`src/sv/cylinder_point_projection_defines.svh`:
```
// Assertion helpers for the projection block.
`ifndef CYLINDER_POINT_PROJECTION_DEFINES_SVH
`define CYLINDER_POINT_PROJECTION_DEFINES_SVH

// same-cycle implication
`define CPP_ASSERT_NOW(lbl, ante, cons) \
  lbl: assert property (@(posedge clk) disable iff (!rst_n) (ante) |-> (cons)) \
    else $error("cylinder_point_projection: check failed");

// next-cycle implication
`define CPP_ASSERT_NEXT(lbl, ante, cons) \
  lbl: assert property (@(posedge clk) disable iff (!rst_n) (ante) |=> (cons)) \
    else $error("cylinder_point_projection: check failed");

`endif

```
`src/sv/cpp_pkg.sv`:
```
`default_nettype none
package cpp_pkg;

  localparam int CW = 32;
  localparam int RW = CW - 1;
  localparam int PW = 2 * CW;

  localparam logic [RW-1:0] HALF_LENGTH_RST = 31'd65536;
  localparam logic [RW-1:0] RADIUS_RST      = 31'd65536;

  typedef enum logic {
    REG_HALF_LENGTH = 1'b0,
    REG_RADIUS      = 1'b1
  } cfg_reg_t;

  typedef struct packed {
    logic signed [CW-1:0] coord_x;
    logic signed [CW-1:0] coord_y;
    logic signed [CW-1:0] coord_z;
  } cpp_in_t;

  typedef struct packed {
    logic                 inside_flag;
    logic signed [CW-1:0] proj_x;
    logic signed [CW-1:0] proj_y;
    logic signed [CW-1:0] proj_z;
  } cpp_out_t;

  typedef struct packed {
    logic          x_neg;
    logic          y_neg;
    logic          z_neg;
    logic          in_x;
    logic          in_yz;
    logic [CW-1:0] raw_x;
    logic [CW-1:0] raw_y;
    logic [CW-1:0] raw_z;
    logic [CW-1:0] xm;
    logic [CW-1:0] root;
    logic [CW-1:0] qy;
    logic [CW-1:0] qz;
    logic [PW-1:0] rem_sq;
    logic [PW-1:0] rem_y;
    logic [PW-1:0] rem_z;
  } cpp_tok_t;

  function automatic logic [CW-1:0] mag_of(input logic [CW-1:0] v);
    return v[CW-1] ? (~v + 1'b1) : v;
  endfunction

  function automatic logic [CW-1:0] encode(input logic neg, input logic [CW-1:0] m);
    return neg ? (~m + 1'b1) : m;
  endfunction

endpackage
`default_nettype wire

```
`src/sv/cpp_div_cell.sv`:
```
`default_nettype none
module cpp_div_cell import cpp_pkg::*; #(
  parameter int BIT = 0
) (
  input  wire logic     clk,
  input  wire logic     rst_n,
  input  wire logic     in_valid,
  output logic          in_ready,
  input  wire cpp_tok_t in_tok,
  output logic          out_valid,
  input  wire logic     out_ready,
  output cpp_tok_t      out_tok
);

  logic          v_r;
  cpp_tok_t      tok_r;
  cpp_tok_t      tok_nxt;
  logic [PW:0]   dvs;
  logic          take_y, take_z;

  assign dvs    = (PW+1)'(in_tok.root) << BIT;
  assign take_y = {1'b0, in_tok.rem_y} >= dvs;
  assign take_z = {1'b0, in_tok.rem_z} >= dvs;

  always_comb begin
    tok_nxt = in_tok;
    if (take_y) begin
      tok_nxt.rem_y   = in_tok.rem_y - dvs[PW-1:0];
      tok_nxt.qy[BIT] = 1'b1;
    end
    if (take_z) begin
      tok_nxt.rem_z   = in_tok.rem_z - dvs[PW-1:0];
      tok_nxt.qz[BIT] = 1'b1;
    end
  end

  assign in_ready = !v_r || out_ready;

  always_ff @(posedge clk) begin
    if (!rst_n) begin
      v_r <= 1'b0;
    end else if (in_ready) begin
      v_r <= in_valid;
    end
  end

  always_ff @(posedge clk) begin
    if (in_ready && in_valid) begin
      tok_r <= tok_nxt;
    end
  end

  assign out_valid = v_r;
  assign out_tok   = tok_r;

endmodule
`default_nettype wire

```
`config.mk`:
```
export PLATFORM = sky130hd
export DESIGN_NAME = cpp_div_cell
export DESIGN_NICKNAME = d
export VERILOG_FILES = /design/src/sv/cylinder_point_projection_defines.svh /design/src/sv/cpp_pkg.sv /design/src/sv/cpp_div_cell.sv
export SDC_FILE = /design/constraint.sdc
export NUM_CORES = 1
export LEC_CHECK = 0
export BUFFER_PORTS_ARGS = -buffer_cell sky130_fd_sc_hd__buf_2
export CAP_MARGIN = 20
export CORE_AREA = 2 2 333 335
export CTS_CLUSTER_SIZE = 28
export DETAILED_ROUTE_END_ITERATION = 6
export DIE_AREA = 0 0 335 337
export PLACE_DENSITY = 0.37
export SLEW_MARGIN = 40
export SYNTH_ARGS = -nofsm -noshare
export SYNTH_HDL_FRONTEND = slang
export SYNTH_SLANG_ARGS = --single-unit
```
`constraint.sdc`:
```
create_clock -name clk -period 14 [get_ports clk]
set_clock_uncertainty 0.05 [all_clocks]
set_input_delay 2.8 -clock clk [delete_from_list [all_inputs] [get_ports clk]]
set_output_delay 2.8 -clock clk [all_outputs]
set_load 0.005 [all_outputs]
```
### Word-level counts from Yosys, hierarchy flattened

Cells that the tools add are included.

* register bits: 422
* input bits: 425
* output and inout bits: 423
* word-level logic and storage cells: 27

* add/sub/neg operators: 2
* order comparisons: 2
* multiplexer cells: 2
* reductions and logical operators: 3

Operators by type and width (number)
* $ge A64 B32 Y1: 2
* $mux W64: 2
* $sub A64 B32 Y64: 2
* $logic_and A1 B1 Y1: 1
* $logic_not A1 Y1: 1
* $logic_or A1 B1 Y1: 1

### Logic depth before layout (Yosys ltp)

Gate-level depths: netlist of the first run.

* depth in word-level cells: 3
* gate-level depth with buffers: 13
* mapped depth without buffers: 11

### Worst setup path before layout of the first run

OpenSTA, ideal clock, no wires.

* kind: input to register
* start point: in out_ready
* end point: reg tok_r (netlist bit out_tok[0]) (enable)
* setup time: 0.840 ns
* data arrival time: 12.478 ns
* slack: 0.632 ns
* stages: 2
* path through: nand2b_1 and2_1

* longest elaborated chain between the ends: 2

RTL lines
* start, declared: RTL line cpp_div_cell.sv:11 `input wire logic out_ready,`
* $logic_or A1 B1 Y1: RTL line cpp_div_cell.sv:37 `assign in_ready = !v_r || out_ready;`
* $logic_and A1 B1 Y1: RTL line cpp_div_cell.sv:48 `if (in_ready && in_valid) begin`
* end signal, assigned: RTL line cpp_div_cell.sv:49 `tok_r <= tok_nxt;`
* end, declared: RTL line cpp_div_cell.sv:16 `cpp_tok_t tok_r;`

Every way passes these cells.
A chain may end at the register's enable or synchronous reset.

### Worst setup path after layout of the first run

* start point: in out_ready
* end point: out in_ready

* longest elaborated chain between the ends: 1

RTL lines
* $logic_or A1 B1 Y1: RTL line cpp_div_cell.sv:37
* end, declared: RTL line cpp_div_cell.sv:8 `output logic in_ready,`

Every way passes these cells.

==> impl_metrics.env, run 1 <==
export IMPL_pre_cts_ws_ns=7.45
export IMPL_p_per_area_nw_per_um2=127
export IMPL_ant_nets=0
export IMPL_holdBufCountCts=0
export IMPL_antenna_found_initial=51
export IMPL_synth_ff_type="edfxtp_1"
export IMPL_drv_slew=0
export IMPL_reg2reg_slack_ns=11.40
export IMPL_synth_nets=1935
export IMPL_synthTopCellsByArea="edfxtp_1 (66%), ha_1 (4.2%), xnor2_1 (2.7%), xor2_1 (2.6%), a21oi_1 (2.5%)"
export IMPL_root_buffer="clkbuf_16"
export IMPL_worst_r2r_path_depth=4
export IMPL_grt_pass1_wl_mm=129
export IMPL_fin_crit_sh=0.431
export IMPL_finalSetupTns_ns=0
export IMPL_hold_ws_ns=0.484
export IMPL_cts_htree_levels=2
export IMPL_critPathKind="in -> out"
export IMPL_outcome="finished clean"
export IMPL_num_rows=122
export IMPL_pin_count=848
export IMPL_ys_warn_count=0
export IMPL_final_area_um2=26900
export IMPL_rsz0062_at_grt="no"
export IMPL_setup_viol=0
export IMPL_firstDrtPassIters=5
export IMPL_wl_mm=96.7
export IMPL_nNetsFinal=2806
export IMPL_hold_end="out_valid"
export IMPL_cts_clk_slew_worst_paths_ns=0.05
export IMPL_hold_path_class="reg -> reg"
export IMPL_dp_hpwl_mm=80.3
export IMPL_syn_inst=1444
export IMPL_cp_end_kind="primary output"
export IMPL_fp_dieW_um=335
export IMPL_p_leak_nw=10.8
export IMPL_yosys_cell_count_top_type="edfxtp_1"
export IMPL_drt_first_iter_violations=929
export IMPL_min_period_ns=6.04
export IMPL_slew_headroom=0.463
export IMPL_grt_pass1_vias=16000
export IMPL_vias=15900
export IMPL_vias_per_cell=4.20
export IMPL_rr_endpoint="out_tok[411]"
export IMPL_crit_required_ns=11.15
export IMPL_cts_buffers=54
export IMPL_critPathLaunchType="input pin"
export IMPL_r2r_start="out_valid"
export IMPL_ys_seq_area_frac=0.660
export IMPL_hold_viol_final=0
export IMPL_clk_latency_ns=0.63
export IMPL_die_y_um=337
export IMPL_whs_path_depth=2
export IMPL_drc=0
export IMPL_drt_wirelength_per_cell_um=25.5
export IMPL_synthArstFlopShare=0
export IMPL_place_area_um2=25100
export IMPL_synth_top_area_frac=0.659
export IMPL_yosysTopAreaCell="edfxtp_1"
export IMPL_die_area_um2=113000
export IMPL_place_congestion=0.860
export IMPL_cts_buffer_depth=3
export IMPL_ys_types=80
export IMPL_cp_data_arrival_time_ns=3.19
export IMPL_core_um2=110000
export IMPL_syn_area_um2=19200
export IMPL_ys_top_cells_by_count="edfxtp_1 (421), nand2_1 (111), a21oi_1 (94)"
export IMPL_tightestPinTransition_ns=0.799
export IMPL_drive_gt1_frac=0.412
export IMPL_post_cts_setup_buffer_count=0
export IMPL_postSynthAreaPerCell_um2=13.3
export IMPL_critPathMaxFanout=3
export IMPL_syn_to_final_growth_pct=40.1
export IMPL_peakVddDrop_mv=0.104
export IMPL_overflow=0
export IMPL_initial_core_util=0.175
export IMPL_drv_cap=0
export IMPL_cts_tree="done"
export IMPL_track_usage=0.163
export IMPL_holdCritStartpoint="out_valid"
export IMPL_fin_ws_ns=7.96
export IMPL_synth_edf_count=421
export IMPL_synth_seq_cells=422
export IMPL_grt_max_degree=96
export IMPL_clock_sinks=422
export IMPL_fmax_mhz=166
export IMPL_numPortBuffers=847
export IMPL_ctsResizeCount=0
-- state kept, by name, indices dropped and copies added, names as in the netlist --
| signal | cells |
|---|---|
| out_tok | 421 |
| out_valid | 1 |
-- worst max-delay path by stage --
stage / to / startpoint / cells past startpoint
2_1_floorplan: out_tok[0] / out_ready / 2
3_3_place_gp: out_tok[9] / in_tok[269] / 10
3_5_place_dp: out_tok[9] / in_tok[269] / 11
4_1_cts: in_ready / out_ready / 3
5_1_grt: out_tok[9] / in_tok[263] / 11
6_report: in_ready / out_ready / 3
-- placed cells by master (no fill, tap or decap), types with 6 or more instances in the layout --
cell type,n
or2_2,7
clkbuf_1,8
a211oi_1,8
o21a_1,18
edfxtp_1,421
nand2b_1,17
nand2_1,111
a21oi_1,94
o31ai_1,12
diode_2,10
buf_2,847
o21bai_1,11
or4_1,7
clkinv_2,6
clkbuf_16,54
nor4_1,25
clkinv_1,12
a21o_1,22
nand3_1,28
nand4_1,30
o21ai_0,43
or3_1,12
ha_1,64
nor2_1,93
xor2_1,57
and2_1,8
o21ai_1,39
inv_1,54
nor3_1,38
and3_1,8
a21boi_0,7
xnor2_1,60
-- power by group --
part | internal, W | switching [W]
clock network | 0.000781 | 0.000594
logic | 0.000196 | 0.000314
registers | 0.00151 | 0.0000279
total | 0.00248 | 0.000936
-- worst max-delay path: stages --
cell	delay (ns)
buf_2	0.09
nand2b_1	0.16
buf_2	0.14
-- metal layers --
| metal | vias up | global-route usage | routed length [um] |
|---|---|---|---|
| met5 | - | 0 | 269 |
| met4 | 40 | 0.0558 | 3040 |
| met3 | 158 | 0.0633 | 9150 |
| met2 | 659 | 0.292 | 49500 |
| met1 | 7810 | 0.173 | 34700 |
| li1 | 7254 | - | - |
-- through the flow --
step / instances / power, W / utilization
floorplan: 1444 / 0.00181 / -
global placement: 3683 / 0.00208 / 0.229
finish: 3790 / 0.00342 / 0.245
CTS: 3780 / 0.00348 / 0.245
global route: 3782 / 0.00357 / 0.245
detailed placement: 3685 / 0.00208 / 0.229
-- cell type report --
class                   count  area, um2
well taps                1426       1780
clock inverters            33        319
flip-flops and latches    422      12700
fillers                 11800      82700
clock buffers              62       1380
inverters                  54        203
diodes                     10       25.0
repair buffers            858       4370
multi-input cells         925       6130
-- kinds of logic (layout without fill, tap and decap cells) --
| group | after synthesis | in the layout | synth area share |
|---|---|---|---|
| simple gates | 432 | 432 | 0.118 |
| flops | 422 | 422 | 0.660 |
| compound gates | 307 | 307 | 0.102 |
| xor+xnor | 117 | 117 | 0.0534 |
| buf+inv | 97 | 1007 | 0.0209 |
| fa+ha+maj | 66 | 66 | 0.0438 |
| mux | 3 | 3 | 0.00170 |
| other cells | 0 | 10 | 0 |
(Power assumes the default switching activity.)
==> inputs of run 2 (changes only) <==
- ABC_AREA: not set -> 1
- CORE_AREA: 2 2 333 335 -> 2 2 330 332
- DIE_AREA: 0 0 335 337 -> 0 0 332 334
- PLACE_DENSITY: 0.37 -> 0.39
- clock period: 14 -> 5.6 ns (I/O delays scaled with it)
==> impl_metrics.env, run 2 <==
export IMPL_hold_path_class="reg -> reg"
export IMPL_firstDrtPassIters=6
export IMPL_ys_warn_count=0
export IMPL_wl_met3_mm=9.73
export IMPL_pre_cts_ws_ns=1.21
export IMPL_cpMostUsedCell="a21oi_1"
export IMPL_cts_buffer_depth=3
export IMPL_antenna_found_initial=51
export IMPL_drive_gt1_frac=0.315
export IMPL_crit_chain="buf_2, inv_1, ha_1, a21oi_1, nand2_1, a21oi_1, nor2_1, nor2_2, nand3_4, inv_2, buf_4, o21ai_2"
export IMPL_finalNonFillerCells=4760
export IMPL_num_fill_cells=11900
export IMPL_synth_edf_count=421
export IMPL_hold_viol_final=0
export IMPL_critPathKind="in -> reg"
export IMPL_fp_dieW_um=332
export IMPL_grt_max_degree=124
export IMPL_tightestPinTransition_ns=0.893
export IMPL_drv_slew=0
export IMPL_critPathLaunchType="input pin"
export IMPL_place_area_um2=28000
export IMPL_synth_top_area_frac=0.574
export IMPL_place_congestion=0.885
export IMPL_drt_wirelength_per_cell_um=25.0
export IMPL_grt_pass1_vias=19600
export IMPL_post_cts_setup_buffer_count=0
export IMPL_final_cell_mix="buf_2 (847), nand2_1 (797), edfxtp_1 (421), inv_1 (342), nor2_1 (216)"
export IMPL_vias_per_cell=4.24
export IMPL_wl_mm=119
export IMPL_holdBufCountCts=0
export IMPL_synthTopCellsByArea="edfxtp_1 (57%), nand2_1 (14%), inv_1 (5.9%), nor2_1 (3.7%), ha_1 (3.6%)"
export IMPL_ctsResizeCount=0
export IMPL_cts_tree="done"
export IMPL_num_rows=121
export IMPL_yosysTopAreaCell="edfxtp_1"
export IMPL_fmax_mhz=280
export IMPL_met2_length_mm=60.5
export IMPL_cp_data_arrival_time_ns=3.91
export IMPL_ant_nets=0
export IMPL_setup_viol=0
export IMPL_dp_hpwl_mm=102
export IMPL_final_common_cell="buf_2"
export IMPL_grt_pass1_wl_mm=158
export IMPL_die_y_um=334
export IMPL_drc=0
export IMPL_dr_max_layer_used="met5"
export IMPL_cts_clk_slew_worst_paths_ns=0.06
export IMPL_postSynthAreaPerCell_um2=9.17
export IMPL_cpMaxStageDelayCell="inv_2"
export IMPL_syn_to_final_growth_pct=35.5
export IMPL_peakVddDrop_mv=0.221
export IMPL_crit_required_ns=5.94
export IMPL_core_um2=108000
export IMPL_vias=20200
export IMPL_largest_reg_flops=421
export IMPL_syn_area_um2=22000
export IMPL_min_period_ns=3.58
export IMPL_hold_ws_ns=0.510
export IMPL_yosys_cell_count_top_type="nand2_1"
export IMPL_wl_met1_mm=44.6
export IMPL_synth_nets=2892
export IMPL_synth_seq_cells=422
export IMPL_p_leak_nw=13.4
export IMPL_fin_ws_ns=2.02
export IMPL_overflow=0
export IMPL_fin_crit_sh=0.639
export IMPL_rsz0062_at_grt="no"
export IMPL_cts_buffers=55
export IMPL_final_area_um2=29800
export IMPL_cp_slowest_stage_delay_ns=0.47
export IMPL_drt_first_iter_violations=1338
export IMPL_syn_inst=2401
export IMPL_ys_top_cells_by_count="nand2_1 (797), edfxtp_1 (421), inv_1 (344)"
export IMPL_ys_types=41
export IMPL_synthArstFlopShare=0
export IMPL_die_area_um2=111000
export IMPL_track_usage=0.206
export IMPL_pin_count=848
export IMPL_cts_htree_levels=2
export IMPL_initial_core_util=0.204
export IMPL_cp_end_kind="flop"
export IMPL_p_per_area_nw_per_um2=299
export IMPL_ys_seq_area_frac=0.575
export IMPL_numPortBuffers=847
export IMPL_slew_headroom=0.405
export IMPL_outcome="finished clean"
export IMPL_critPathMaxFanout=23
export IMPL_root_buffer="clkbuf_16"
export IMPL_drv_cap=0
export IMPL_clock_sinks=422
export IMPL_dp_cells=4651
export IMPL_nNetsFinal=3785
export IMPL_synth_ff_type="edfxtp_1"
export IMPL_clk_latency_ns=0.64
## run 2: cell families (layout without fill, tap and decap cells)
group / after synthesis / after routing / synth area share
other cells: 0 / 11 / 0
simple gates: 1282 / 1282 / 0.242
flops: 422 / 422 / 0.575
xor+xnor: 55 / 55 / 0.0219
buf+inv: 392 / 1326 / 0.0717
fa+ha+maj: 66 / 66 / 0.0382
compound gates: 184 / 184 / 0.0509
## run 2: final timing paths
path	end	slack, ns	start	depth (start not counted)
hold reg to reg	out_valid	0.51	out_valid	2
setup reg to reg	out_tok[231]	3.48	out_valid	3
hold / removal	out_valid	0.51	out_valid	2
setup / recovery	out_tok[89]	2.02	in_tok[279]	12
## run 2: final cells by class
| class | instances | area, um2 | area share |
|---|---|---|---|
| antenna | 11 | 27.5 | 0.000923 |
| clock inverter | 31 | 344 | 0.0115 |
| sequential | 422 | 12700 | 0.425 |
| clock buffer | 67 | 1430 | 0.0480 |
| timing repair buffer | 859 | 4410 | 0.148 |
| inverter | 369 | 1390 | 0.0467 |
| multi-input combinational | 1587 | 7780 | 0.261 |
| tap | 1414 | 1770 | 0.0593 |
## run 2: critical path, delay by kind of cell
family / cells / cell delay (ns)
and+or+nand+nor: 4 / 0.63
AOI/OAI and AO/OA: 3 / 0.54
buffers and inverters: 4 / 1.25
adders and majority gates: 1 / 0.34
## run 2: per-stage QoR
step	TNS [ns]	total power, W	utilization
final	0	0.00891	0.277
after global routing	0	0.00929	0.276
after CTS	0	0.00908	0.276
after detailed placement	0	0.00541	0.260
after global placement	0	0.00543	0.260
after floorplan	-1226.05	0.00459	-
## run 2: power by group
group,leakage (nW),switching (W),internal [W]
clock network,0.851,0.00153,0.00205
registers,4.08,0.0000853,0.00376
logic,8.50,0.000972,0.000509
## run 2: layer usage
layer | up-vias | GRT usage
li1 | 9662 | -
met1 | 9542 | 0.227
met2 | 782 | 0.371
met3 | 184 | 0.0671
met4 | 26 | 0.0721
met5 | - | 0
==> inputs of run 3 (changes only) <==
- clock period: 5.6 -> 3.3 ns (I/O delays scaled with it)
==> impl_metrics.env, run 3 (synthesis gave the netlist of run 2 again) <==
export IMPL_tightestPinTransition_ns=0.547
export IMPL_wl_mm=120
export IMPL_reg2reg_slack_ns=1.52
export IMPL_drv_cap=0
export IMPL_crit_path_start="in_tok[279]"
export IMPL_critPathMaxFanout=27
export IMPL_pin_count=848
export IMPL_cts_htree_levels=2
export IMPL_holdCritStartpoint="in_tok[227]"
export IMPL_cpMaxStageDelayCell="ha_1"
export IMPL_path_delay_family="buffers and inverters"
export IMPL_drive_gt1_frac=0.328
export IMPL_syn_to_final_growth_pct=38.4
export IMPL_clock_sinks=422
export IMPL_setup_viol=0
export IMPL_die_y_um=334
export IMPL_clk_latency_ns=0.64
export IMPL_root_buffer="clkbuf_16"
export IMPL_fmax_mhz=390
export IMPL_num_fill_cells=11800
export IMPL_peakVddDrop_mv=0.396
export IMPL_p_per_area_nw_per_um2=509
export IMPL_hold_ws_ns=0.120
export IMPL_p_leak_nw=13.8
export IMPL_hold_path_class="in -> reg"
export IMPL_power_switching_w=0.00443
export IMPL_fp_dieW_um=332
export IMPL_swShare=0.285
export IMPL_cts_clk_slew_worst_paths_ns=0.06
export IMPL_dp_cells=4701
export IMPL_pwr_share_seq=0.420
export IMPL_critPathLaunchType="input pin"
export IMPL_post_route_util=0.283
export IMPL_track_usage=0.208
export IMPL_rr_endpoint="out_tok[408]"
export IMPL_crit_required_ns=3.63
export IMPL_cts_buffers=56
export IMPL_firstDrtPassIters=5
export IMPL_cp_end_kind="flop"
export IMPL_grt_pass1_wl_mm=160
export IMPL_ant_nets=0
export IMPL_initial_core_util=0.204
export IMPL_path_buf_inv=4
export IMPL_rsz0062_at_grt="no"
export IMPL_post_cts_setup_buffer_count=0
export IMPL_place_congestion=0.887
export IMPL_critPathKind="in -> reg"
export IMPL_finalNonFillerCells=4815
export IMPL_final_cell_mix="buf_2 (847), nand2_1 (797), edfxtp_1 (421), inv_1 (342), nor2_1 (216)"
export IMPL_cp_data_arrival_time_ns=2.90
export IMPL_cts_tree="done"
export IMPL_drv_slew=0
export IMPL_p_clk_frac=0.411
export IMPL_hold_end="out_tok[227]"
export IMPL_num_rows=121
export IMPL_fin_crit_sh=0.777
export IMPL_drt_first_iter_violations=1323
export IMPL_crit_chain="buf_2, inv_1, ha_1, a21oi_1, nand2_1, a21oi_1, nor2_1, nor2_2, nand3_4, inv_2, buf_12, o21ai_0"
export IMPL_drt_wirelength_per_cell_um=24.9
export IMPL_dp_hpwl_mm=103
export IMPL_ctsResizeCount=0
export IMPL_core_um2=108000
export IMPL_numPortBuffers=847
export IMPL_whs_path_depth=1
export IMPL_nNetsFinal=3836
export IMPL_cp_slowest_stage_delay_ns=0.36
export IMPL_hold_viol_final=0
export IMPL_cts_buffer_depth=3
export IMPL_largest_reg_flops=421
export IMPL_drc=0
export IMPL_grt_pass1_vias=20000
export IMPL_overflow=0
export IMPL_min_period_ns=2.56
export IMPL_vias=20400
export IMPL_slew_headroom=0.632
export IMPL_grt_max_degree=77
export IMPL_holdBufCountCts=0
export IMPL_cpMostUsedCell="a21oi_1"
export IMPL_worst_r2r_path_depth=3
export IMPL_outcome="finished clean"
export IMPL_vias_per_cell=4.23
export IMPL_final_common_cell="buf_2"
export IMPL_die_area_um2=111000
export IMPL_intPower_w=0.0111
export IMPL_r2r_start="out_valid"
export IMPL_antenna_found_initial=58
export IMPL_p_comb_frac=0.169
==> run 3: per-layer routing <==
| metal | wire (um) | track usage | up-vias |
|---|---|---|---|
| met2 | 60500 | 0.376 | 752 |
| met5 | 289 | 0 | - |
| met4 | 4000 | 0.0605 | 44 |
| met1 | 44400 | 0.227 | 9602 |
| li1 | - | - | 9770 |
| met3 | 10700 | 0.0775 | 199 |
==> run 3: worst reg2reg max path: cells and delay by family (launching register included) <==
kind            cells  cell delay (ns)
compound gates      1             0.25
flops               1             0.34
buf+inv             2             0.80
==> run 3: stage by stage <==
| step | TNS [ns] | cell area [um2] | power, W | worst slack, ns |
|---|---|---|---|---|
| floorplan | -2000.69 | 22000 | 0.00779 | -4.75 |
| global placement | 0 | 28500 | 0.00929 | 0.146 |
| detailed placement | 0 | 28500 | 0.00928 | 0.105 |
| CTS | 0 | 30400 | 0.0158 | 0.804 |
| global route | 0 | 30500 | 0.0162 | 0.595 |
| finish | 0 | 30500 | 0.0155 | 0.737 |
==> run 3: power by group through the flow <==
| stage | Combinational [W] | Clock, W | Sequential, W |
|---|---|---|---|
| CTS | 0.00267 | 0.00662 | 0.00652 |
| detailed placement | 0.00265 | 0 | 0.00662 |
| global placement | 0.00266 | 0 | 0.00663 |
| global route | 0.00286 | 0.00682 | 0.00655 |
| finish | 0.00262 | 0.00638 | 0.00651 |
| floorplan | 0.00108 | 0 | 0.00671 |
==> run 3: area by class of cell <==
cell class	count	area [um2]	share of cell area
Antenna cell	8	20.0	0.000657
Clock buffer	67	1480	0.0487
Clock inverter	39	440	0.0145
Inverter	369	1390	0.0457
Multi-Input combinational cell	1587	7780	0.255
Sequential cell	422	12700	0.416
Tap cell	1414	1770	0.0581
Timing Repair Buffer	909	4920	0.161
==> run 3: how the worst max path moves through the flow <==
| stage | depth (start not counted) | slack (ns) | end |
|---|---|---|---|
| floorplan | 2 | -4.75 | out_tok[0] |
| global placement | 15 | 0.15 | out_tok[38] |
| detailed placement | 12 | 0.10 | out_tok[91] |
| CTS | 12 | 0.80 | out_tok[81] |
| global route | 15 | 0.59 | out_tok[56] |
| finish | 12 | 0.74 | out_tok[81] |
